$ cat src/hdl/assert_macros.svh
// Assertion macros for the pose integrator.
`ifndef ASSERT_MACROS_SVH
`define ASSERT_MACROS_SVH
`ifndef SYNTH
`define AST_IMP(lbl, clk, rstn, a, c) \
  lbl: assert property (@(posedge clk) disable iff (!rstn) (a) |-> (c)) else $error("lbl");
`define AST_NXT(lbl, clk, rstn, a, c) \
  lbl: assert property (@(posedge clk) disable iff (!rstn) (a) |=> (c)) else $error("lbl");
`else
`define AST_IMP(lbl, clk, rstn, a, c)
`define AST_NXT(lbl, clk, rstn, a, c)
`endif
`endif

$ cat src/hdl/upi_pkg.sv
// ----------------------------------------------------------------------------
// upi_pkg
// Shared types, constants and CORDIC arctangent table.
// ----------------------------------------------------------------------------
`timescale 1ns / 1ps
package upi_pkg;
  localparam int CordicStepsDef = 16;
  localparam int CordicStepsMax = 24;
  localparam logic [0:0] CfgWheelOffset = 1'b0;
  localparam logic [0:0] CfgStepTime    = 1'b1;
  localparam logic signed [31:0] CordicGain = 32'sd652032874;
  localparam logic [15:0] TwoPiQ13 = 16'd51472;

  typedef struct packed {
    logic               first;
    logic signed [31:0] start_x;
    logic signed [31:0] start_y;
    logic [15:0]        start_heading;
    logic signed [15:0] speed;
    logic signed [15:0] turn;
  } req_t;

  function automatic logic [29:0] atan_at(input logic [4:0] i);
    logic [29:0] r;
    begin
      case (i)
        5'd0: r = 30'd536870912;   5'd1: r = 30'd316933406;
        5'd2: r = 30'd167458907;   5'd3: r = 30'd85004756;
        5'd4: r = 30'd42667331;    5'd5: r = 30'd21354465;
        5'd6: r = 30'd10679838;    5'd7: r = 30'd5340245;
        5'd8: r = 30'd2670163;     5'd9: r = 30'd1335087;
        5'd10: r = 30'd667544;     5'd11: r = 30'd333772;
        5'd12: r = 30'd166886;     5'd13: r = 30'd83443;
        5'd14: r = 30'd41722;      5'd15: r = 30'd20861;
        5'd16: r = 30'd10430;      5'd17: r = 30'd5215;
        5'd18: r = 30'd2608;       5'd19: r = 30'd1304;
        5'd20: r = 30'd652;        5'd21: r = 30'd326;
        5'd22: r = 30'd163;        5'd23: r = 30'd81;
        default: r = 30'd0;
      endcase
      return r;
    end
  endfunction
endpackage

$ cat src/hdl/upi_queue.sv
// ----------------------------------------------------------------------------
// upi_queue
// Front end: two-entry request queue between the input port and the core.
// ----------------------------------------------------------------------------
`timescale 1ns / 1ps
`include "assert_macros.svh"
module upi_queue (
  input  logic           clk,
  input  logic           rst_n,
  input  logic           wr_valid,
  output logic           wr_stall,
  input  upi_pkg::req_t  wr_data,
  output logic           rd_valid,
  input  logic           rd_take,
  output upi_pkg::req_t  rd_data
);
  import upi_pkg::*;
  req_t       mem_r [2];
  logic       wp_r, rp_r, wp_nxt, rp_nxt;
  logic [1:0] cnt_r, cnt_nxt;
  logic       push, pop;

  assign wr_stall = (cnt_r == 2'd2);
  assign rd_valid = (cnt_r != 2'd0);
  assign rd_data  = mem_r[rp_r];
  assign push = wr_valid && !wr_stall;
  assign pop  = rd_take && rd_valid;

  always_comb begin
    wp_nxt  = push ? ~wp_r : wp_r;
    rp_nxt  = pop ? ~rp_r : rp_r;
    cnt_nxt = cnt_r + {1'b0, push} - {1'b0, pop};
  end

  always_ff @(posedge clk) begin
    if (!rst_n) begin
      wp_r <= 1'b0; rp_r <= 1'b0; cnt_r <= 2'd0;
    end else begin
      wp_r <= wp_nxt; rp_r <= rp_nxt; cnt_r <= cnt_nxt;
    end
    if (push) mem_r[wp_r] <= wr_data;
  end

  `AST_IMP(a_no_over, clk, rst_n, cnt_r == 2'd2, !push)
  `AST_NXT(a_cnt_hold, clk, rst_n, push && pop, cnt_r == $past(cnt_r))
  `AST_IMP(a_cnt_max, clk, rst_n, 1'b1, cnt_r != 2'd3)
endmodule

$ cat src/hdl/upi_engine.sv
// ----------------------------------------------------------------------------
// upi_engine
// Back end: sequencer with iterative CORDIC, shared multiplier and pose state.
// ----------------------------------------------------------------------------
`timescale 1ns / 1ps
`include "assert_macros.svh"
module upi_engine #(
  parameter int CORDIC_STEPS = upi_pkg::CordicStepsDef
) (
  input  logic               clk,
  input  logic               rst_n,
  input  logic [15:0]        wheel_offset,
  input  logic [15:0]        step_time,
  input  logic               req_valid,
  output logic               req_take,
  input  upi_pkg::req_t      req,
  output logic               out_valid,
  input  logic               out_stall,
  output logic signed [31:0] out_pos_x,
  output logic signed [31:0] out_pos_y,
  output logic [15:0]        out_heading,
  output logic signed [23:0] out_vel_north,
  output logic signed [23:0] out_vel_east
);
  import upi_pkg::*;
  localparam logic [4:0] LastStep = 5'(CORDIC_STEPS - 1);

  localparam logic [3:0] S_IDLE = 4'd0, S_BW1 = 4'd1, S_CORD = 4'd2,
    S_M1 = 4'd3, S_M2 = 4'd4, S_M3 = 4'd5, S_M4 = 4'd6, S_VEL = 4'd7,
    S_P1 = 4'd8, S_P2 = 4'd9, S_BW0 = 4'd10, S_OUT = 4'd11;

  logic [3:0]         st_r, st_nxt;
  logic signed [31:0] pn_r, pe_r;
  logic [15:0]        ang_r;
  logic signed [15:0] v_r, w_r;
  logic signed [33:0] x_r, y_r, z_r;
  logic               flip_r;
  logic [4:0]         i_r;
  logic signed [33:0] wt_r;
  logic signed [19:0] bw_r;
  logic signed [53:0] acc_r, pa_r;
  logic signed [23:0] vn_r, ve_r;
  logic signed [53:0] prod;
  logic signed [33:0] mul_a;
  logic signed [19:0] mul_b;
  logic signed [33:0] dx, dy;
  logic [29:0]        zz;
  logic signed [53:0] rnd;
  logic signed [23:0] vsat;
  logic signed [32:0] psum;
  logic signed [31:0] psat;
  logic               flip_c;
  logic signed [16:0] fa;

  assign req_take  = (st_r == S_IDLE) && req_valid;
  assign out_valid = (st_r == S_OUT);
  assign out_pos_x = pn_r;
  assign out_pos_y = pe_r;
  assign out_heading = ang_r;
  assign out_vel_north = vn_r;
  assign out_vel_east  = ve_r;

  always_comb begin
    mul_a = '0; mul_b = '0;
    case (st_r)
      S_BW0: begin mul_a = 34'(w_r); mul_b = 20'(TwoPiQ13); end
      S_BW1: begin mul_a = wt_r; mul_b = {4'b0, wheel_offset}; end
      S_M1: begin mul_a = x_r; mul_b = 20'(v_r); end
      S_M2: begin mul_a = y_r; mul_b = bw_r; end
      S_M3: begin mul_a = y_r; mul_b = 20'(v_r); end
      S_M4: begin mul_a = x_r; mul_b = bw_r; end
      S_P1: begin mul_a = 34'(vn_r); mul_b = {4'b0, step_time}; end
      S_P2: begin mul_a = 34'(ve_r); mul_b = {4'b0, step_time}; end
      default: ;
    endcase
  end
  assign prod = 54'(mul_a) * 54'(mul_b);

  assign dx = y_r >>> i_r;
  assign dy = x_r >>> i_r;
  assign zz = atan_at(i_r);
  assign rnd = (acc_r + 54'sd536870912) >>> 30;
  assign vsat = (rnd > 54'sd8388607) ? 24'sh7FFFFF :
                (rnd < -54'sd8388608) ? 24'sh800000 : 24'(rnd);
  assign psum = (st_r == S_P1) ? 33'(pn_r) + 33'((prod + 54'sd2048) >>> 12)
                               : 33'(pe_r) + 33'((prod + 54'sd2048) >>> 12);
  assign psat = (psum > 33'sh07FFFFFFF) ? 32'sh7FFFFFFF :
                (psum < -33'sh080000000) ? 32'sh80000000 : 32'(psum);
  assign flip_c = (ang_r >= 16'd16384) && (ang_r < 16'd49152);
  assign fa = flip_c ? $signed({~ang_r[15], ~ang_r[15], ang_r[14:0]})
                     : $signed({ang_r[15], ang_r});

  always_comb begin
    st_nxt = st_r;
    case (st_r)
      S_IDLE: if (req_valid) st_nxt = req.first ? S_OUT : S_BW0;
      S_BW0: st_nxt = S_BW1;
      S_BW1: st_nxt = S_CORD;
      S_CORD: if (i_r == LastStep) st_nxt = S_M1;
      S_M1: st_nxt = S_M2;
      S_M2: st_nxt = S_M3;
      S_M3: st_nxt = S_M4;
      S_M4: st_nxt = S_VEL;
      S_VEL: st_nxt = S_P1;
      S_P1: st_nxt = S_P2;
      S_P2: st_nxt = S_OUT;
      S_OUT: if (!out_stall) st_nxt = S_IDLE;
      default: st_nxt = S_IDLE;
    endcase
  end

  always_ff @(posedge clk) begin
    if (!rst_n) begin
      st_r <= S_IDLE; pn_r <= '0; pe_r <= '0; ang_r <= '0;
    end else begin
      st_r <= st_nxt;
      case (st_r)
        S_IDLE: if (req_valid) begin
          i_r <= '0;
          v_r <= req.speed; w_r <= req.turn;
          if (req.first) begin
            pn_r <= req.start_x; pe_r <= req.start_y; ang_r <= req.start_heading;
            vn_r <= '0; ve_r <= '0;
          end else begin
            ang_r <= ang_r + req.turn;
          end
        end
        S_BW0: wt_r <= prod[33:0];
        S_BW1: begin
          bw_r <= 20'((prod + 54'sd268435456) >>> 29);
          flip_r <= flip_c;
          x_r <= 34'(CordicGain); y_r <= '0;
          z_r <= 34'(fa) <<< 16;
        end
        S_CORD: begin
          i_r <= i_r + 5'd1;
          if (!z_r[33]) begin
            x_r <= x_r - dx; y_r <= y_r + dy; z_r <= z_r - 34'(zz);
          end else begin
            x_r <= x_r + dx; y_r <= y_r - dy; z_r <= z_r + 34'(zz);
          end
          if (i_r == LastStep && flip_r) begin
            x_r <= -(z_r[33] ? x_r + dx : x_r - dx);
            y_r <= -(z_r[33] ? y_r - dy : y_r + dy);
          end
        end
        S_M1: pa_r <= prod;
        S_M2: acc_r <= pa_r - prod;
        S_M3: begin vn_r <= vsat; pa_r <= prod; end
        S_M4: acc_r <= pa_r + prod;
        S_VEL: ve_r <= vsat;
        S_P1: pn_r <= psat;
        S_P2: pe_r <= psat;
        default: ;
      endcase
    end
  end

  `AST_NXT(a_take_leaves, clk, rst_n, req_take, st_r != S_IDLE)
  `AST_IMP(a_out_idle, clk, rst_n, out_valid, !req_take)
  `AST_NXT(a_out_hold, clk, rst_n, out_valid && out_stall, out_valid && $stable(pn_r))
endmodule

$ cat src/hdl/unicycle_pose_integrator_core.sv
// ----------------------------------------------------------------------------
// unicycle_pose_integrator_core
// Fixed-point dead reckoning: heading, CORDIC velocity, saturating position.
// ----------------------------------------------------------------------------
//  channel | ports                    | handshake
//  in      | in_first .. in_turn      | in_valid / in_stall
//  out     | out_pos_x .. out_vel_east| out_valid / out_stall
//  cfg     | cfg_we, cfg_index, data  | write enable
// Into an idle block, a first request goes straight from idle to the output
// state; others pass through BW0, BW1, the iterative CORDIC (one rotation
// per cycle), then the multiply, velocity and position states.
// rst_n is synchronous; pose resets to zero, offset 4096, step 3277.
// A stalled result holds the engine; the two-entry queue accepts until full.
`timescale 1ns / 1ps
module unicycle_pose_integrator_core #(
  parameter int CORDIC_STEPS = upi_pkg::CordicStepsDef
) (
  input  logic               clk,
  input  logic               rst_n,
  input  logic               cfg_we,
  input  logic [0:0]         cfg_index,
  input  logic [15:0]        cfg_data,
  input  logic               in_valid,
  output logic               in_stall,
  input  logic               in_first,
  input  logic signed [31:0] in_start_x,
  input  logic signed [31:0] in_start_y,
  input  logic [15:0]        in_start_heading,
  input  logic signed [15:0] in_speed,
  input  logic signed [15:0] in_turn,
  output logic               out_valid,
  input  logic               out_stall,
  output logic signed [31:0] out_pos_x,
  output logic signed [31:0] out_pos_y,
  output logic [15:0]        out_heading,
  output logic signed [23:0] out_vel_north,
  output logic signed [23:0] out_vel_east
);
  import upi_pkg::*;
  logic [15:0] wheel_offset_r, step_time_r;
  req_t        wr, rd;
  logic        q_valid, q_take;

  always_ff @(posedge clk) begin
    if (!rst_n) begin
      wheel_offset_r <= 16'd4096; step_time_r <= 16'd3277;
    end else if (cfg_we) begin
      if (cfg_index == CfgWheelOffset) wheel_offset_r <= cfg_data;
      if (cfg_index == CfgStepTime) step_time_r <= cfg_data;
    end
  end

  assign wr = '{first: in_first, start_x: in_start_x, start_y: in_start_y,
                start_heading: in_start_heading, speed: in_speed, turn: in_turn};

  upi_queue u_q (.clk, .rst_n, .wr_valid(in_valid), .wr_stall(in_stall), .wr_data(wr),
    .rd_valid(q_valid), .rd_take(q_take), .rd_data(rd));

  upi_engine #(.CORDIC_STEPS(CORDIC_STEPS)) u_eng (.clk, .rst_n,
    .wheel_offset(wheel_offset_r), .step_time(step_time_r),
    .req_valid(q_valid), .req_take(q_take), .req(rd),
    .out_valid, .out_stall, .out_pos_x, .out_pos_y, .out_heading,
    .out_vel_north, .out_vel_east);
endmodule
$ cat config.mk
export PLATFORM = sky130hd
export DESIGN_NAME = unicycle_pose_integrator_core
export DESIGN_NICKNAME = d
export VERILOG_FILES = /design/src/hdl/upi_pkg.sv /design/src/hdl/upi_queue.sv /design/src/hdl/upi_engine.sv /design/src/hdl/unicycle_pose_integrator_core.sv
export VERILOG_INCLUDE_DIRS = /design/src /design/src/hdl
export SDC_FILE = /design/constraint.sdc
export NUM_CORES = 2
export LEC_CHECK = 0
export CORE_ASPECT_RATIO = 1.4
export CORE_MARGIN = 8
export CORE_UTILIZATION = 50
export CTS_BUF_LIST = sky130_fd_sc_hd__clkbuf_2
export CTS_CLUSTER_DIAMETER = 50
export DETAILED_ROUTE_END_ITERATION = 10
export DONT_BUFFER_PORTS = 1
export PLACE_DENSITY_LB_ADDON = 0.15
export SLEW_MARGIN = 5
export SYNTH_ARGS = -nofsm -noshare
export SYNTH_HDL_FRONTEND = slang
export SYNTH_HIERARCHICAL = 1
export SYNTH_SLANG_ARGS = --single-unit
$ cat constraint.sdc
create_clock -name clk -period 16.6 [get_ports clk]
set_input_delay 3.32 -clock clk [delete_from_list [all_inputs] [get_ports clk]]
set_output_delay 3.32 -clock clk [all_outputs]
set_load 0.01 [all_outputs]
==> results.ini <==
[critical_path]
crit_path_end_kind = flop
cpMaxStageDelayCell = a222oi_1
crit_family = simple AND/OR/NAND/NOR gates
max_stage_delay_ns = 0.95
cp.arrival_ns = 16.82
worstSetupPathType = flop to flop
worstPathRequired_ns = 17.91
cp_max_fo = 23
critPathLaunchType = flop
crit_top_cell = fa_1
crit_buf_inv = 7

[logic_synthesis]
synth-xor-area-share_pct = 5.61
synthSimpleGateAreaFrac_pct = 15.4
synth_area_per_cell_um2 = 9.33
synth_ff_type = edfxtp_1
ys_warn_count = 6
synth-edff-count = 547
synth_mux_area_share_pct = 6.42
synthDistinctLibCells = 107
yosysSeqAreaShare_pct = 27.6
synth_compound_area_share_pct = 12.3
syn_area_um2 = 70500
synth_top_family_by_area = adder cells
syn_nets = 8729
synth-seq-cells = 698
synth-async-reset-ratio_pct = 0
synth_cells = 7561
synthAdderAreaFrac_pct = 25.5

[clock_tree]
cts_tree = built
clk_pin_slew_ns = 0.11
cts-buffers-inserted = 186
post_cts_buffers = 0
postCtsResizedCells = 0
worstSkewPairLatency_ns = 1.64
cts_root_buffer = clkbuf_2
clock_sinks = 698
htreeDepth = 4
cts_hold_buf = 0
cts_max_path_buffers = 3

[sta]
rsz0062_at_grt = false
hold_violations = 0
clock_skew_ns = 0.132
fin_crit_sh_pct = 93.4
finalMaxSlewViolations = 0
setup_viol = 0
worstMarginPinSlew_ns = 1.36
relSlewSlack_pct = 8.92
clock.fmax_mhz = 64.5
fin_setup_tns_ns = 0
setup_ws_ns = 1.09
min_period_ns = 15.51

[placement]
hpwl_mm = 193
place_area_um2 = 72200
dpl_worst_slack_ns = 1.38
gp_congestion = 0.998
placement.io_buffers = 0

[finish]
drive_gt1_share_pct = 9.52
fillCellCount = 13054
utilization_pct = 52.7
area_delta_synth_final_pct = 5.06
final_cell_area_um2 = 74100
finalNetCount = 8651

[worst_hold_path]
min_path_type = flop to flop

[global_route]
antenna_found_initial = 21
grt_start_max_net_pins = 150
grt_pass1_vias = 58067
grt_pass1_wl_mm = 360
overflow = 0
grt_use_total_pct = 31.0

[die]
die_w_um = 333
core_um2 = 141000
die_y_um = 460
die_area_um2 = 154000
row_count = 163
initial_core_util_pct = 50.2
ios = 265

[routing]
vias_per_cell = 6.04
postRouteAntennaNets = 0
drt-total-wl_mm = 243
route.detailed.drc = 0
drt-initial-drc-count = 4761
drtPass1Iterations = 9
num_vias = 57141
wl_per_cell_um = 25.7

[run_status]
outcome = complete, no violations

[run]
max_cap_viol_count = 0

## final cells by class
class                   instances  area (µm²)  area share (%)
multi-input cells            5575       46200            62.4
clock buffers                 255        1280            1.72
clock inverters                89         571           0.770
flip-flops and latches        698       19500            26.2
well taps                    1815        2270            3.06
repair buffers                121         908            1.23
inverters                     901        3380            4.57
diodes                          7        17.5          0.0236
## stage by stage
step / hold WS [ns] / cells
2_1_floorplan: 0.428 / 7561
3_3_place_gp: 0.447 / 9110
3_5_place_dp: 0.447 / 9110
4_1_cts: 0.462 / 9454
5_1_grt: 0.486 / 9456
6_report: 0.464 / 9461
## worst min-delay path: stages (launching register included)
cell     delay, ns
dfxtp_1       0.32
nand2_1       0.05
mux2i_1       0.05
## cells in the mapped netlist, types with 36 or more instances
master / count / share of area [%]
nand2_1: 1009 / 5.4
inv_1: 896 / 4.8
nor2_1: 758 / 4.0
fa_1: 678 / 19
edfxtp_1: 547 / 23
a21oi_1: 413 / 2.9
ha_1: 355 / 6.3
clkbuf_1: 306 / 1.6
o21ai_0: 284 / 2.0
xnor2_1: 270 / 3.4
xor2_1: 179 / 2.2
dfxtp_1: 151 / 4.3
a21o_1: 120 / 1.3
nand3_1: 109 / 0.77
nor3_1: 95 / 0.67
mux4_2: 87 / 2.8
and3_1: 72 / 0.64
mux2i_1: 72 / 1.0
mux2_2: 71 / 1.1
mux2_4: 70 / 1.5
o211ai_1: 69 / 0.73
nand4_1: 65 / 0.58
and2_1: 62 / 0.55
a31oi_1: 56 / 0.50
nand2b_1: 47 / 0.42
nor2b_1: 42 / 0.37
o21a_1: 40 / 0.43
or3_1: 36 / 0.32
## kinds of logic (layout without fill, tap and decap cells)
family                     Yosys count  after routing
buffers and inverters             1288           1366
AOI/OAI and AO/OA                 1347           1347
muxes                              300            300
and+or+nand+nor                   2445           2445
DFF                                698            698
adders and majority gates         1033           1033
other                                0              7
xor gates and xnor gates           450            450
## per-layer routing
layer	vias up	wire length [µm]	share of wire (%)	GRT usage, %
met1	28338	84900	35	33.9
met3	751	22700	9.3	9.41
li1	25568	-	-	-
met5	-	96	0.040	0
met4	14	18100	7.4	19.6
met2	2470	117000	48	52.6
## worst paths after layout
kind                   start         endpoint  slack, ns  depth (start not counted)
min          step_time_r[13]  step_time_r[13]       0.46                          2
max reg2reg    u_eng/st_r[3]  u_eng/acc_r[53]       1.09                         46
max            u_eng/st_r[3]  u_eng/acc_r[53]       1.09                         46
min reg2reg  step_time_r[13]  step_time_r[13]       0.46                          2
## layout by cell type (no fill, tap or decap), types with 56 or more instances in the layout
cell type | netlist | final
dfxtp_1 | 151 | 150
a31oi_1 | 56 | 56
o21ai_0 | 284 | 283
nand3_1 | 109 | 109
clkinv_1 | 2 | 59
edfxtp_1 | 547 | 547
o211ai_1 | 69 | 69
mux4_2 | 87 | 87
a21oi_1 | 413 | 409
and2_1 | 62 | 60
nor2_1 | 758 | 753
and3_1 | 72 | 71
fa_1 | 678 | 678
mux2i_1 | 72 | 71
buf_4 | 5 | 121
ha_1 | 355 | 355
a21o_1 | 120 | 120
clkbuf_2 | 0 | 255
xnor2_1 | 270 | 269
mux2_2 | 71 | 71
nand4_1 | 65 | 65
xor2_1 | 179 | 178
nor3_1 | 95 | 92
mux2_4 | 70 | 70
inv_1 | 896 | 895
nand2_1 | 1009 | 1008
## state kept, by name, summed over array words and instances (netlist names), 30 cells and up, named ones only
signal and cells:
u_q/mem_r 226, u_eng/pa_r 54, u_eng/wt_r 34, u_eng/x_r 34, u_eng/y_r 34, u_eng/z_r 34, u_eng/out_pos_x 32, u_eng/out_pos_y 32
u_eng/zz 30
Power is left out: the tool's default activity adds up to more than one toggle a clock period on the data nets, which glitch-free logic cannot reach.
